### src/rtl/assert_macros.svh
// Shared assertion shorthands; clk and rst_n are taken from the using module.
`ifndef ASSERT_MACROS_SVH
`define ASSERT_MACROS_SVH

`define ARQ_ASSERT_IMP(lbl, ante, cons) \
  lbl: assert property (@(posedge clk) disable iff (!rst_n) (ante) |-> (cons)) \
    else $error("assertion failed");

`define ARQ_ASSERT_NXT(lbl, ante, cons) \
  lbl: assert property (@(posedge clk) disable iff (!rst_n) (ante) |=> (cons)) \
    else $error("assertion failed");

`endif

### src/rtl/arq_pkg.sv
package arq_pkg;

  localparam int SEQ_W       = 3;
  localparam int WIN_DEPTH   = 4;
  localparam int WIN_IDX_W   = 2;
  localparam int PAY_W       = 32;
  localparam int CNT_W       = 16;
  localparam int MAX_RESULTS = 24;
  localparam int RES_IDX_W   = 5;

  typedef enum logic [2:0] {
    CMD_SEND      = 3'd0,
    CMD_FRAME     = 3'd1,
    CMD_TIMEOUT   = 3'd2,
    CMD_CKSUM_ERR = 3'd3,
    CMD_ACK_TMO   = 3'd4
  } cmd_e;

  typedef enum logic [1:0] {
    KIND_DATA = 2'd0,
    KIND_ACK  = 2'd1,
    KIND_NAK  = 2'd2
  } kind_e;

  typedef enum logic [2:0] {
    ACT_TX        = 3'd0,
    ACT_DELIVER   = 3'd1,
    ACT_START     = 3'd2,
    ACT_STOP      = 3'd3,
    ACT_START_ACK = 3'd4,
    ACT_STOP_ACK  = 3'd5,
    ACT_NONE      = 3'd6
  } act_e;

  typedef enum logic [4:0] {
    OP_NOP,
    OP_LATCH,
    OP_PREP_SEND,
    OP_PREP_TMO,
    OP_PREP_RENAK,
    OP_DATA_TX,
    OP_START,
    OP_STOPACK,
    OP_CTL_TX,
    OP_CLR_OOO_SACK,
    OP_STORE,
    OP_DELIVER,
    OP_SACK,
    OP_ACK_STEP,
    OP_CHECK,
    OP_NONE,
    OP_POP
  } dp_op_e;

  typedef enum logic [3:0] {
    S_IDLE,
    S_DISPATCH,
    S_DATA_TX,
    S_DATA_START,
    S_DATA_STOPACK,
    S_CTL_TX,
    S_CTL_STOPACK,
    S_RX_STORE,
    S_DELIVER,
    S_DELIV_SACK,
    S_ACK_LOOP,
    S_CHECK,
    S_FINISH,
    S_DRAIN
  } state_e;

  typedef struct packed {
    dp_op_e op;
    logic   in_rdy;
    logic   out_vld;
  } dp_cmd_t;

  typedef struct packed {
    logic [2:0] cmd;
    logic [1:0] kind;
    logic       seq_is_low;
    logic       nak_allowed;
    logic       ooo;
    logic       store_ok;
    logic       deliver_ok;
    logic       nak_ok;
    logic       ack_ok;
    logic       res_empty;
    logic       res_last;
    logic       in_valid;
    logic       out_ready;
  } dp_stat_t;

  typedef struct packed {
    logic [2:0]       act;
    logic [1:0]       kind;
    logic [SEQ_W-1:0] seq;
    logic [SEQ_W-1:0] ack;
    logic [PAY_W-1:0] pay;
    logic [SEQ_W-1:0] tseq;
  } res_t;

  // b lies in the circular window [a, c)
  function automatic logic in_window(logic [SEQ_W-1:0] a, logic [SEQ_W-1:0] b,
                                     logic [SEQ_W-1:0] c);
    return ((a <= b) && (b < c)) || ((c < a) && (a <= b)) || ((b < c) && (c < a));
  endfunction

  function automatic logic [WIN_IDX_W-1:0] win_idx(logic [SEQ_W-1:0] s);
    return s[WIN_IDX_W-1:0];
  endfunction

endpackage

### src/rtl/arq_in_if.sv
interface arq_in_if;
  logic        valid;
  logic        ready;
  logic [2:0]  command;
  logic [1:0]  rx_kind;
  logic [2:0]  rx_seq;
  logic [2:0]  rx_ack;
  logic [31:0] rx_payload;
  logic [31:0] app_payload;
  logic [2:0]  timed_out_seq;

  modport source (output valid, command, rx_kind, rx_seq, rx_ack, rx_payload,
                  app_payload, timed_out_seq, input ready);
  modport sink (input valid, command, rx_kind, rx_seq, rx_ack, rx_payload,
                app_payload, timed_out_seq, output ready);
endinterface

### src/rtl/arq_out_if.sv
interface arq_out_if;
  logic        valid;
  logic        ready;
  logic [2:0]  action;
  logic [1:0]  tx_kind;
  logic [2:0]  tx_seq;
  logic [2:0]  tx_ack;
  logic [31:0] payload;
  logic [2:0]  timer_seq;
  logic        transfer_done;
  logic        window_open;
  logic        last;

  modport source (output valid, action, tx_kind, tx_seq, tx_ack, payload, timer_seq,
                  transfer_done, window_open, last, input ready);
  modport sink (input valid, action, tx_kind, tx_seq, tx_ack, payload, timer_seq,
                transfer_done, window_open, last, output ready);
endinterface

### src/rtl/arq_cfg_if.sv
interface arq_cfg_if;
  logic        valid;
  logic        ready;
  logic [15:0] data;

  modport source (output valid, data, input ready);
  modport sink (input valid, data, output ready);
endinterface

### src/rtl/arq_ctrl.sv
module arq_ctrl
  import arq_pkg::*;
(
  input  logic     clk,
  input  logic     rst_n,
  input  dp_stat_t stat,
  output dp_cmd_t  cmd_o
);

  `include "assert_macros.svh"

  state_e state_r, state_nxt;

  always_ff @(posedge clk) begin
    if (!rst_n) begin
      state_r <= S_IDLE;
    end else begin
      state_r <= state_nxt;
    end
  end

  always_comb begin
    state_nxt     = state_r;
    cmd_o.op      = OP_NOP;
    cmd_o.in_rdy  = 1'b0;
    cmd_o.out_vld = 1'b0;
    unique case (state_r)
      S_IDLE: begin
        cmd_o.in_rdy = 1'b1;
        if (stat.in_valid) begin
          cmd_o.op  = OP_LATCH;
          state_nxt = S_DISPATCH;
        end
      end
      S_DISPATCH: begin
        unique case (stat.cmd)
          CMD_SEND: begin
            cmd_o.op  = OP_PREP_SEND;
            state_nxt = S_DATA_TX;
          end
          CMD_FRAME: begin
            priority if (stat.kind == KIND_DATA) begin
              if (stat.seq_is_low) begin
                cmd_o.op  = OP_CLR_OOO_SACK;
                state_nxt = S_RX_STORE;
              end else if (stat.nak_allowed) begin
                state_nxt = S_CTL_TX;
              end else begin
                state_nxt = S_RX_STORE;
              end
            end else if (stat.kind == KIND_NAK && stat.nak_ok) begin
              cmd_o.op  = OP_PREP_RENAK;
              state_nxt = S_DATA_TX;
            end else begin
              state_nxt = S_ACK_LOOP;
            end
          end
          CMD_TIMEOUT: begin
            cmd_o.op  = OP_PREP_TMO;
            state_nxt = S_DATA_TX;
          end
          CMD_CKSUM_ERR: state_nxt = stat.nak_allowed ? S_CTL_TX : S_FINISH;
          CMD_ACK_TMO:   state_nxt = S_CTL_TX;
          default:       state_nxt = S_FINISH;
        endcase
      end
      S_DATA_TX: begin
        cmd_o.op  = OP_DATA_TX;
        state_nxt = S_DATA_START;
      end
      S_DATA_START: begin
        cmd_o.op  = OP_START;
        state_nxt = S_DATA_STOPACK;
      end
      S_DATA_STOPACK: begin
        cmd_o.op  = OP_STOPACK;
        state_nxt = (stat.cmd == CMD_FRAME) ? S_ACK_LOOP : S_FINISH;
      end
      S_CTL_TX: begin
        cmd_o.op  = OP_CTL_TX;
        state_nxt = S_CTL_STOPACK;
      end
      S_CTL_STOPACK: begin
        cmd_o.op  = OP_STOPACK;
        state_nxt = (stat.cmd == CMD_FRAME) ? S_RX_STORE : S_CHECK;
      end
      S_RX_STORE: begin
        if (stat.store_ok) begin
          cmd_o.op  = OP_STORE;
          state_nxt = S_DELIVER;
        end else begin
          state_nxt = S_ACK_LOOP;
        end
      end
      S_DELIVER: begin
        if (stat.deliver_ok) begin
          cmd_o.op  = OP_DELIVER;
          state_nxt = S_DELIV_SACK;
        end else begin
          state_nxt = S_ACK_LOOP;
        end
      end
      S_DELIV_SACK: begin
        cmd_o.op  = OP_SACK;
        state_nxt = S_DELIVER;
      end
      S_ACK_LOOP: begin
        // one retired frame per cycle until the ack leaves the send window
        if (stat.ack_ok) begin
          cmd_o.op = OP_ACK_STEP;
        end else if ((stat.kind == KIND_DATA && stat.ooo) || stat.kind == KIND_ACK ||
                     stat.kind == KIND_NAK) begin
          state_nxt = S_CHECK;
        end else begin
          state_nxt = S_FINISH;
        end
      end
      S_CHECK: begin
        cmd_o.op  = OP_CHECK;
        state_nxt = S_FINISH;
      end
      S_FINISH: begin
        if (stat.res_empty) cmd_o.op = OP_NONE;
        state_nxt = S_DRAIN;
      end
      S_DRAIN: begin
        cmd_o.out_vld = 1'b1;
        if (stat.out_ready) begin
          cmd_o.op = OP_POP;
          if (stat.res_last) state_nxt = S_IDLE;
        end
      end
      default: state_nxt = S_IDLE;
    endcase
  end

  `ARQ_ASSERT_IMP(a_rdy_vld_excl, cmd_o.in_rdy, !cmd_o.out_vld)
  `ARQ_ASSERT_NXT(a_busy_after_req, cmd_o.in_rdy && stat.in_valid, !cmd_o.in_rdy)
  `ARQ_ASSERT_IMP(a_drain_nonempty, state_r == S_DRAIN, !stat.res_empty)

endmodule

### src/rtl/arq_dp.sv
module arq_dp
  import arq_pkg::*;
(
  input  logic           clk,
  input  logic           rst_n,
  input  dp_cmd_t        cmd_i,
  output dp_stat_t       stat,
  arq_in_if.sink         in_ch,
  arq_out_if.source      out_ch,
  arq_cfg_if.sink        cfg_ch
);

  `include "assert_macros.svh"

  logic [2:0]       cmd_r;
  logic [1:0]       kind_r;
  logic [SEQ_W-1:0] seq_r, ack_r, tseq_r, dseq_r;
  logic [PAY_W-1:0] rxp_r, appp_r;

  logic [SEQ_W-1:0] sle_r, sns_r, rle_r, rhe_r, outst_r;
  logic             nak_allowed_r, ooo_r, done_r;
  logic [CNT_W-1:0] completed_r, sent_r, fc_r;
  logic [WIN_DEPTH-1:0] marks_r;
  logic [PAY_W-1:0] rstore_r [WIN_DEPTH];
  logic [PAY_W-1:0] sstore_r [WIN_DEPTH];

  res_t               res_r [MAX_RESULTS];
  logic [RES_IDX_W-1:0] wcnt_r, rd_r;

  logic emit_en;
  res_t emit_d;
  logic [SEQ_W-1:0] tx_ack;

  assign tx_ack = rle_r - SEQ_W'(1);

  always_comb begin
    emit_en = 1'b1;
    emit_d  = '0;
    unique case (cmd_i.op)
      OP_DATA_TX: begin
        emit_d.act  = ACT_TX;
        emit_d.kind = KIND_DATA;
        emit_d.seq  = dseq_r;
        emit_d.ack  = tx_ack;
        emit_d.pay  = sstore_r[win_idx(dseq_r)];
      end
      OP_START: begin
        emit_d.act  = ACT_START;
        emit_d.tseq = dseq_r;
      end
      OP_STOPACK: emit_d.act = ACT_STOP_ACK;
      OP_CTL_TX: begin
        emit_d.act  = ACT_TX;
        emit_d.kind = (cmd_r == CMD_ACK_TMO) ? KIND_ACK : KIND_NAK;
        emit_d.ack  = tx_ack;
      end
      OP_CLR_OOO_SACK, OP_SACK: emit_d.act = ACT_START_ACK;
      OP_DELIVER: begin
        emit_d.act = ACT_DELIVER;
        emit_d.pay = rstore_r[win_idx(rle_r)];
      end
      OP_ACK_STEP: begin
        emit_d.act  = ACT_STOP;
        emit_d.tseq = sle_r;
      end
      OP_NONE: emit_d.act = ACT_NONE;
      default: emit_en = 1'b0;
    endcase
  end

  always_ff @(posedge clk) begin
    if (!rst_n) begin
      sle_r         <= '0;
      sns_r         <= '0;
      rle_r         <= '0;
      rhe_r         <= SEQ_W'(WIN_DEPTH);
      outst_r       <= '0;
      nak_allowed_r <= 1'b1;
      ooo_r         <= 1'b0;
      done_r        <= 1'b0;
      completed_r   <= '0;
      sent_r        <= '0;
      fc_r          <= CNT_W'(1);
      marks_r       <= '0;
      wcnt_r        <= '0;
      rd_r          <= '0;
    end else begin
      if (cfg_ch.valid) fc_r <= cfg_ch.data;
      unique case (cmd_i.op)
        OP_LATCH: begin
          cmd_r  <= in_ch.command;
          kind_r <= in_ch.rx_kind;
          seq_r  <= in_ch.rx_seq;
          ack_r  <= in_ch.rx_ack;
          rxp_r  <= in_ch.rx_payload;
          appp_r <= in_ch.app_payload;
          tseq_r <= in_ch.timed_out_seq;
          wcnt_r <= '0;
          rd_r   <= '0;
        end
        OP_PREP_SEND: begin
          if (outst_r != '1) outst_r <= outst_r + SEQ_W'(1);
          sstore_r[win_idx(sns_r)] <= appp_r;
          dseq_r <= sns_r;
          sns_r  <= sns_r + SEQ_W'(1);
          if (sent_r != '1) sent_r <= sent_r + CNT_W'(1);
        end
        OP_PREP_TMO:   dseq_r <= tseq_r;
        OP_PREP_RENAK: dseq_r <= ack_r + SEQ_W'(1);
        OP_CTL_TX: begin
          if (cmd_r != CMD_ACK_TMO) nak_allowed_r <= 1'b0;
          if (cmd_r == CMD_FRAME) ooo_r <= 1'b1;
        end
        OP_CLR_OOO_SACK: ooo_r <= 1'b0;
        OP_STORE: begin
          marks_r[win_idx(seq_r)]  <= 1'b1;
          rstore_r[win_idx(seq_r)] <= rxp_r;
        end
        OP_DELIVER: begin
          nak_allowed_r           <= 1'b1;
          marks_r[win_idx(rle_r)] <= 1'b0;
          rle_r <= rle_r + SEQ_W'(1);
          rhe_r <= rhe_r + SEQ_W'(1);
          if (completed_r != '1) completed_r <= completed_r + CNT_W'(1);
        end
        OP_ACK_STEP: begin
          if (outst_r != '0) outst_r <= outst_r - SEQ_W'(1);
          sle_r <= sle_r + SEQ_W'(1);
          if (completed_r != '1) completed_r <= completed_r + CNT_W'(1);
        end
        OP_CHECK: if (completed_r == fc_r) done_r <= 1'b1;
        OP_POP:   rd_r <= rd_r + RES_IDX_W'(1);
        default: ;
      endcase
      if (emit_en && wcnt_r < RES_IDX_W'(MAX_RESULTS)) begin
        res_r[wcnt_r] <= emit_d;
        wcnt_r        <= wcnt_r + RES_IDX_W'(1);
      end
    end
  end

  assign stat.cmd         = cmd_r;
  assign stat.kind        = kind_r;
  assign stat.seq_is_low  = (seq_r == rle_r);
  assign stat.nak_allowed = nak_allowed_r;
  assign stat.ooo         = ooo_r;
  assign stat.store_ok    = in_window(rle_r, seq_r, rhe_r) && !marks_r[win_idx(seq_r)];
  assign stat.deliver_ok  = marks_r[win_idx(rle_r)];
  assign stat.nak_ok      = in_window(sle_r, ack_r + SEQ_W'(1), sns_r);
  assign stat.ack_ok      = in_window(sle_r, ack_r, sns_r);
  assign stat.res_empty   = (wcnt_r == '0);
  assign stat.res_last    = (rd_r == wcnt_r - RES_IDX_W'(1));
  assign stat.in_valid    = in_ch.valid;
  assign stat.out_ready   = out_ch.ready;

  // nothing is taken while reset is held
  assign in_ch.ready  = cmd_i.in_rdy && rst_n;
  assign cfg_ch.ready = rst_n;

  assign out_ch.valid         = cmd_i.out_vld;
  assign out_ch.action        = res_r[rd_r].act;
  assign out_ch.tx_kind       = res_r[rd_r].kind;
  assign out_ch.tx_seq        = res_r[rd_r].seq;
  assign out_ch.tx_ack        = res_r[rd_r].ack;
  assign out_ch.payload       = res_r[rd_r].pay;
  assign out_ch.timer_seq     = res_r[rd_r].tseq;
  assign out_ch.transfer_done = done_r;
  assign out_ch.window_open   = (outst_r < SEQ_W'(WIN_DEPTH)) && (sent_r < fc_r);
  assign out_ch.last          = stat.res_last;

  `ARQ_ASSERT_IMP(a_rx_window_span, 1'b1, (rhe_r - rle_r) == SEQ_W'(WIN_DEPTH))
  `ARQ_ASSERT_IMP(a_res_bound, 1'b1, wcnt_r <= RES_IDX_W'(MAX_RESULTS))
  `ARQ_ASSERT_NXT(a_done_sticky, done_r, done_r)

endmodule

### src/rtl/selective_repeat_arq_engine.sv
// Channel  Dir  Contents
// in_ch    in   event request: command, rx_kind, rx_seq, rx_ack, payloads, timed_out_seq
// out_ch   out  action run: action, frame fields, timer_seq, done/window flags, last
// cfg_ch   in   frame_count write (ready whenever out of reset)
//
// One request at a time: the controller latches it, dispatches it, then steps
// once per emitted action or window step, plus steps that emit nothing (store
// miss, loop exit, done check), then finishes and drains the results in order.
// Results are buffered so every one carries the flags of the finished event.
// Synchronous active-low reset; out_ch stalls simply hold the drain.
module selective_repeat_arq_engine
  import arq_pkg::*;
(
  input  logic      clk,
  input  logic      rst_n,
  arq_in_if.sink    in_ch,
  arq_out_if.source out_ch,
  arq_cfg_if.sink   cfg_ch
);

  dp_cmd_t  dp_cmd;
  dp_stat_t dp_stat;

  arq_ctrl u_ctrl (
    .clk   (clk),
    .rst_n (rst_n),
    .stat  (dp_stat),
    .cmd_o (dp_cmd)
  );

  arq_dp u_dp (
    .clk    (clk),
    .rst_n  (rst_n),
    .cmd_i  (dp_cmd),
    .stat   (dp_stat),
    .in_ch  (in_ch),
    .out_ch (out_ch),
    .cfg_ch (cfg_ch)
  );

endmodule

### src/flat_wrapper.sv
// flat-port wrapper written by rule: the top's interface ports become plain ports
module selective_repeat_arq_engine_flat import arq_pkg::*;
  (clk, rst_n, in_ch_valid, in_ch_command, in_ch_rx_kind, in_ch_rx_seq, in_ch_rx_ack, in_ch_rx_payload, in_ch_app_payload, in_ch_timed_out_seq, in_ch_ready, out_ch_valid, out_ch_action, out_ch_tx_kind, out_ch_tx_seq, out_ch_tx_ack, out_ch_payload, out_ch_timer_seq, out_ch_transfer_done, out_ch_window_open, out_ch_last, out_ch_ready, cfg_ch_valid, cfg_ch_data, cfg_ch_ready);
  arq_in_if in_ch_i ();
  arq_out_if out_ch_i ();
  arq_cfg_if cfg_ch_i ();
  input  logic clk;
  input  logic rst_n;
  input wire logic [$bits(in_ch_i.valid)-1:0] in_ch_valid;
  input wire logic [$bits(in_ch_i.command)-1:0] in_ch_command;
  input wire logic [$bits(in_ch_i.rx_kind)-1:0] in_ch_rx_kind;
  input wire logic [$bits(in_ch_i.rx_seq)-1:0] in_ch_rx_seq;
  input wire logic [$bits(in_ch_i.rx_ack)-1:0] in_ch_rx_ack;
  input wire logic [$bits(in_ch_i.rx_payload)-1:0] in_ch_rx_payload;
  input wire logic [$bits(in_ch_i.app_payload)-1:0] in_ch_app_payload;
  input wire logic [$bits(in_ch_i.timed_out_seq)-1:0] in_ch_timed_out_seq;
  output wire logic [$bits(in_ch_i.ready)-1:0] in_ch_ready;
  output wire logic [$bits(out_ch_i.valid)-1:0] out_ch_valid;
  output wire logic [$bits(out_ch_i.action)-1:0] out_ch_action;
  output wire logic [$bits(out_ch_i.tx_kind)-1:0] out_ch_tx_kind;
  output wire logic [$bits(out_ch_i.tx_seq)-1:0] out_ch_tx_seq;
  output wire logic [$bits(out_ch_i.tx_ack)-1:0] out_ch_tx_ack;
  output wire logic [$bits(out_ch_i.payload)-1:0] out_ch_payload;
  output wire logic [$bits(out_ch_i.timer_seq)-1:0] out_ch_timer_seq;
  output wire logic [$bits(out_ch_i.transfer_done)-1:0] out_ch_transfer_done;
  output wire logic [$bits(out_ch_i.window_open)-1:0] out_ch_window_open;
  output wire logic [$bits(out_ch_i.last)-1:0] out_ch_last;
  input wire logic [$bits(out_ch_i.ready)-1:0] out_ch_ready;
  input wire logic [$bits(cfg_ch_i.valid)-1:0] cfg_ch_valid;
  input wire logic [$bits(cfg_ch_i.data)-1:0] cfg_ch_data;
  output wire logic [$bits(cfg_ch_i.ready)-1:0] cfg_ch_ready;
  assign in_ch_i.valid = in_ch_valid;
  assign in_ch_i.command = in_ch_command;
  assign in_ch_i.rx_kind = in_ch_rx_kind;
  assign in_ch_i.rx_seq = in_ch_rx_seq;
  assign in_ch_i.rx_ack = in_ch_rx_ack;
  assign in_ch_i.rx_payload = in_ch_rx_payload;
  assign in_ch_i.app_payload = in_ch_app_payload;
  assign in_ch_i.timed_out_seq = in_ch_timed_out_seq;
  assign in_ch_ready = in_ch_i.ready;
  assign out_ch_valid = out_ch_i.valid;
  assign out_ch_action = out_ch_i.action;
  assign out_ch_tx_kind = out_ch_i.tx_kind;
  assign out_ch_tx_seq = out_ch_i.tx_seq;
  assign out_ch_tx_ack = out_ch_i.tx_ack;
  assign out_ch_payload = out_ch_i.payload;
  assign out_ch_timer_seq = out_ch_i.timer_seq;
  assign out_ch_transfer_done = out_ch_i.transfer_done;
  assign out_ch_window_open = out_ch_i.window_open;
  assign out_ch_last = out_ch_i.last;
  assign out_ch_i.ready = out_ch_ready;
  assign cfg_ch_i.valid = cfg_ch_valid;
  assign cfg_ch_i.data = cfg_ch_data;
  assign cfg_ch_ready = cfg_ch_i.ready;
  selective_repeat_arq_engine u_core (.clk(clk), .rst_n(rst_n), .in_ch(in_ch_i), .out_ch(out_ch_i), .cfg_ch(cfg_ch_i));
endmodule
### config.mk
export PLATFORM = sky130hd
export DESIGN_NAME = selective_repeat_arq_engine_flat
export DESIGN_NICKNAME = d
export VERILOG_FILES = /design/src/rtl/arq_pkg.sv /design/src/rtl/arq_in_if.sv /design/src/rtl/arq_out_if.sv /design/src/rtl/arq_cfg_if.sv /design/src/rtl/arq_ctrl.sv /design/src/rtl/arq_dp.sv /design/src/rtl/selective_repeat_arq_engine.sv /design/src/flat_wrapper.sv
export VERILOG_INCLUDE_DIRS = /design/src /design/src/rtl
export SDC_FILE = /design/constraint.sdc
export NUM_CORES = 2
export LEC_CHECK = 0
export BUFFER_PORTS_ARGS = -buffer_cell sky130_fd_sc_hd__clkbuf_2
export CAP_MARGIN = 20
export CORE_ASPECT_RATIO = 0.5
export CORE_UTILIZATION = 65
export DETAILED_ROUTE_END_ITERATION = 12
export GPL_TIMING_DRIVEN = 0
export PLACE_DENSITY = 0.85
export SYNTH_ARGS = -nofsm -noshare
export SYNTH_HDL_FRONTEND = slang
export SYNTH_HIERARCHICAL = 1
export SYNTH_SLANG_ARGS = --single-unit
### constraint.sdc
create_clock -name clk -period 9.94 [get_ports clk]
set_clock_uncertainty 0.15 [all_clocks]
set_input_delay 0.994 -clock clk [delete_from_list [all_inputs] [get_ports clk]]
set_output_delay 0.994 -clock clk [all_outputs]
set_load 0.005 [all_outputs]
==> metrics.md <==
| Metric | Value |
|---|---|
| Status | finished, final reports clean |
| Vias in the first global route | 34,810 |
| Syn Nets | 3,335 |
| Total Routing Usage GR | 0.3489 |
| Slew headroom | 0.1267 |
| Fill count | ~4,600 |
| Pwr Total | around 15 mW |
| Slowest stage cell, crit path | nor2_4 |
| Post-CTS Hold Buffers | 0 |
| Mapped Area | roughly 60,000 µm² |
| Hold path start | in_ch_app_payload[22] |
| Longest Clk Path Bufs | 3 |
| Worst path required time | 10,210 ps |
| Setup bufs post-CTS | 0 |
| Cell count of the worst reg-to-reg path | 14 |
| DR vias | about 35,000 |
| DR iter-0 viols | between 5,000 and 6,000 |
| CP Max Fanout | 24 |
| Crit-path cells | ha_1 > xnor2_1 > ha_1 > o21a_1 > o21ai_0 > maj3_1 > nand2_1 > o31ai_1 > buf_6 > o221ai_1 > a21oi_2 > nand3_1 > nor2_4 > buf_12 |
| Chip width | 433.2 µm |
| Crit Reg-Reg Endpoint | u_core/u_dp/res_r[0][27]$_DFFE_PP_ |
| Io pins | between 150 and 200 |
| Switching part of the total | 0.2655 |
| Post-layout net count | around 3,700 |
| Crit-path max cell delay | 1050 ps |
| RR Startpoint | u_core/u_dp/ack_r[0]$_DFFE_PP_ |
| Synth top area share | 0.7162 |
| Fin crit period | between 6000 and 7000 ps |
| Setup TNS | 0 ps |
| Clock power frac | 0.324 |
| Via density | roughly 7.2 |
| Wire length of the first global-routing pass | around 230 mm |
| Int Power | around 11 mW |
| P&R area growth vs syn | 12.16% |
| Inserted Clock Buffers | around 120 |
| WS Path Type | reg2reg |
| Net Switching | between 4 and 5 mW |
| # resized after CTS | 0 |
| Max_cap viols | 0 |
| Pin count of the biggest net entering global routing | 34 |
| Maximum VDD drop | 0.1586 mV |
| Fraction of registers with async set/reset | 0 |
| Final Cycle Share | 0.6636 |
| Slew @ Worst Pin | about 1300 ps |
| TritonCTS Sinks | ~1,500 |
| Cell Count Post-Placement | around 4,600 |
| Crit path launch type | flop |
| First-pass DRT Iterations | 10 |
| Initial antenna violation count | 6 |
| Flop pwr share | 0.530 |
| Highest Clock Rate | around 150 MHz |
| Row cnt | between 70 and 80 |
| CTS root buf | clkbuf_16 |
| Synth warnings | 6 |
| Worst hold path class | in2reg |
| GRT overflow | 0 |
| Comb pwr share | 0.146 |
| DP Wirelength | about 96 mm |
| Starting Density | 0.6614 |
| Wire per inst | ~34 µm |
| Avg Inst Size Synth | 18.99 µm² |
| Worst Hold Endpoint | u_core/u_dp/appp_r[22]$_DFFE_PP_ |
| Final hold violation count | 0 |
| Routed Antenna Nets | 0 |
| Worst skew pair latency | around 740 ps |
| Most used DFF post-synth | edfxtp_1 |
| Final WL | approximately 170 mm |
| Seq/Total Area, Yosys | 0.7470 |
| Worst R2R Setup Slack | 3340 ps |
| Worst setup EP type | flop |
| WHS | around 270 ps |
| FF+latch count, synth | around 1,500 |
| Arrival time at the worst endpoint | between 6000 and 7000 ps |
| Synth unique cells | 90 |
| Synthesized instance count | about 3,200 |
| Leading area contributor after synthesis | edfxtp_1 |
| RSZ-0062 raised after global routing | no |
| Final Max Slew Viols | 0 |
| Most common cell on crit path | ha_1 |
| Gpl congestion | slightly below 0.9 |
| I/O Buffers | between 100 and 150 |
| Post-synth EDFFs | about 1,400 |
| Synth area leaders | edfxtp_1 (72%), mux4_2 (9.3%), mux2i_1 (3.4%) |
| Chip height | between 200 and 250 µm |
| CTS tree | done |
| DRC | 0 |
| Pwr Density | ~220 nW/µm² |
| Share of layout cells above drive strength 1 | 0.2252 |
| Final setup viols | 0 |
| Hold Path Stages | 1 |
| Static Leak | 21.42 nW |
| Die area | about 94,000 µm² |
| Placeable Area | just over 90,000 µm² |
| Cell Count, Final, Fillers Out | 4,842 |
| Worst-path clk slew | ~70 ps |
| H-tree Lvls | 3 |
[cells in the mapped netlist, types with 5 or more instances]
cell type and instances:
a211oi_1 8, a21o_1 8, a21oi_1 57, a22o_1 35
a22oi_1 142, and2_1 6, and3_1 18, and4_1 7
buf_1 14, buf_2 55, buf_4 17, buf_6 6
clkbuf_1 75, dfxtp_1 93, edfxtp_1 1441, ha_1 53
inv_1 48, mux2_2 49, mux2i_1 203, mux4_2 250
nand2_1 109, nand2b_1 12, nand3_1 122, nand3b_1 5
nand4_1 17, nor2_1 112, nor2b_1 15, nor3_1 15
nor3b_1 5, o211ai_1 7, o21a_1 5, o21ai_0 25
o31ai_1 5, or3_1 7, xnor2_1 35, xor2_1 19
[how the worst max path moves through the flow]
| stage | from | end | slack [ps] | depth (start not counted) |
|---|---|---|---|---|
| global placement | u_core/u_dp/sns_r[1]$_SDFFE_PN0P_ | u_core/u_dp/rxp_r[18]$_DFFE_PP_ | 660 | 14 |
| global route | u_core/u_dp/ack_r[0]$_DFFE_PP_ | u_core/u_dp/res_r[2][27]$_DFFE_PP_ | 3330 | 14 |
| detailed placement | u_core/u_dp/ack_r[0]$_DFFE_PP_ | u_core/u_dp/res_r[0][29]$_DFFE_PP_ | 3830 | 15 |
| finish | u_core/u_dp/ack_r[0]$_DFFE_PP_ | u_core/u_dp/res_r[0][27]$_DFFE_PP_ | 3340 | 14 |
| floorplan | u_core/u_dp/sns_r[1]$_SDFFE_PN0P_ | u_core/u_dp/ack_r[0]$_DFFE_PP_ | 3260 | 14 |
| CTS | u_core/u_dp/ack_r[0]$_DFFE_PP_ | u_core/u_dp/res_r[2][27]$_DFFE_PP_ | 3540 | 14 |
[state kept, by name (all words and copies together) (netlist names), 5 cells and up, named ones only]
signal / cells
u_core/u_dp/rd_r: 5
u_core/u_dp/sent_r: 16
u_core/u_dp/completed_r: 16
u_core/u_dp/fc_r: 16
u_core/u_dp/res_r: 1104
u_core/u_dp/wcnt_r: 5
u_core/u_dp/appp_r: 32
u_core/u_dp/rstore_r: 128
u_core/u_dp/rxp_r: 32
u_core/u_dp/sstore_r: 128
[cells in the final DEF (no fill, tap or decap), types with 15 or more instances in the layout]
cell | Yosys | layout
buf_2 | 55 | 55
mux2i_1 | 203 | 203
xor2_1 | 19 | 19
inv_1 | 48 | 48
nand4_1 | 17 | 17
o21ai_0 | 25 | 25
mux4_2 | 250 | 250
clkinv_1 | 0 | 32
a22oi_1 | 142 | 142
ha_1 | 53 | 53
clkbuf_16 | 0 | 122
nor2_4 | 1 | 29
buf_12 | 0 | 26
nor2_1 | 112 | 83
mux2_2 | 49 | 49
a22o_1 | 35 | 35
nor2b_1 | 15 | 15
nand2_1 | 109 | 109
a21oi_1 | 57 | 53
xnor2_1 | 35 | 35
buf_4 | 17 | 18
edfxtp_1 | 1441 | 1441
clkbuf_1 | 75 | 96
dfxtp_1 | 93 | 93
clkbuf_2 | 1 | 148
clkinv_2 | 0 | 24
nand3_1 | 122 | 122
[logic make-up after synthesis]
family	Yosys count	share of synthesized area
multiplexers	502	0.1360
buffers and inverters	217	0.01644
AO/OA/AOI/OAI	333	0.03968
flip-flops	1534	0.7470
AND/OR/NAND/NOR	485	0.04100
adder cells (fa/ha/maj)	56	0.01164
XOR/XNOR	55	0.008283
[power groups by stage]
stage               Sequential [mW]  Clock [mW]  Combinational, mW
floorplan                      8.09           0               1.22
global placement               8.17           0               1.78
detailed placement             8.16           0               1.99
CTS                            8.03        4.90               2.07
global route                   8.06        5.15               2.27
finish                         8.05        4.93               2.21
[layer usage]
layer,part of all wire,up-vias,GRT usage
met2,0.47,3381,0.5534
met4,0.059,4,0.1700
met1,0.34,17370,0.4569
met3,0.13,696,0.08978
li1,-,13500,-
met5,0.00016,-,0.0005123
[layout make-up]
type | count | area [µm²] | share of cell area
antenna | 5 | 12.51 | 0.0001846
clock buffer | 145 | 3159 | 0.04662
timing repair buffer | 195 | 1653 | 0.02439
sequential | 1534 | 45130 | 0.6660
inverter | 49 | 183.9 | 0.002714
tap | 1240 | 1551 | 0.02289
multi-input combinational | 1431 | 14540 | 0.2146
clock inverter | 75 | 723.2 | 0.01067
buffer | 168 | 809.5 | 0.01195
[critical path, delay by kind of cell, from the launching register on]
family	cells	cell delay, ps
compound gates	5	1790
buf+inv	2	550
fa+ha+maj	3	990
flops	1	520
xor+xnor	1	380
simple gates	3	1840
[metrics by stage]
step | worst slack (ps) | utilization | area, µm²
after floorplan | 3258 | - | 60420
after global placement | 655.6 | 0.6865 | 62710
after detailed placement | 3828 | 0.6979 | 63750
after CTS | 3543 | 0.7404 | 67630
after global routing | 3333 | 0.7417 | 67750
final | 3344 | 0.7419 | 67770
(Power assumes the default switching activity.)
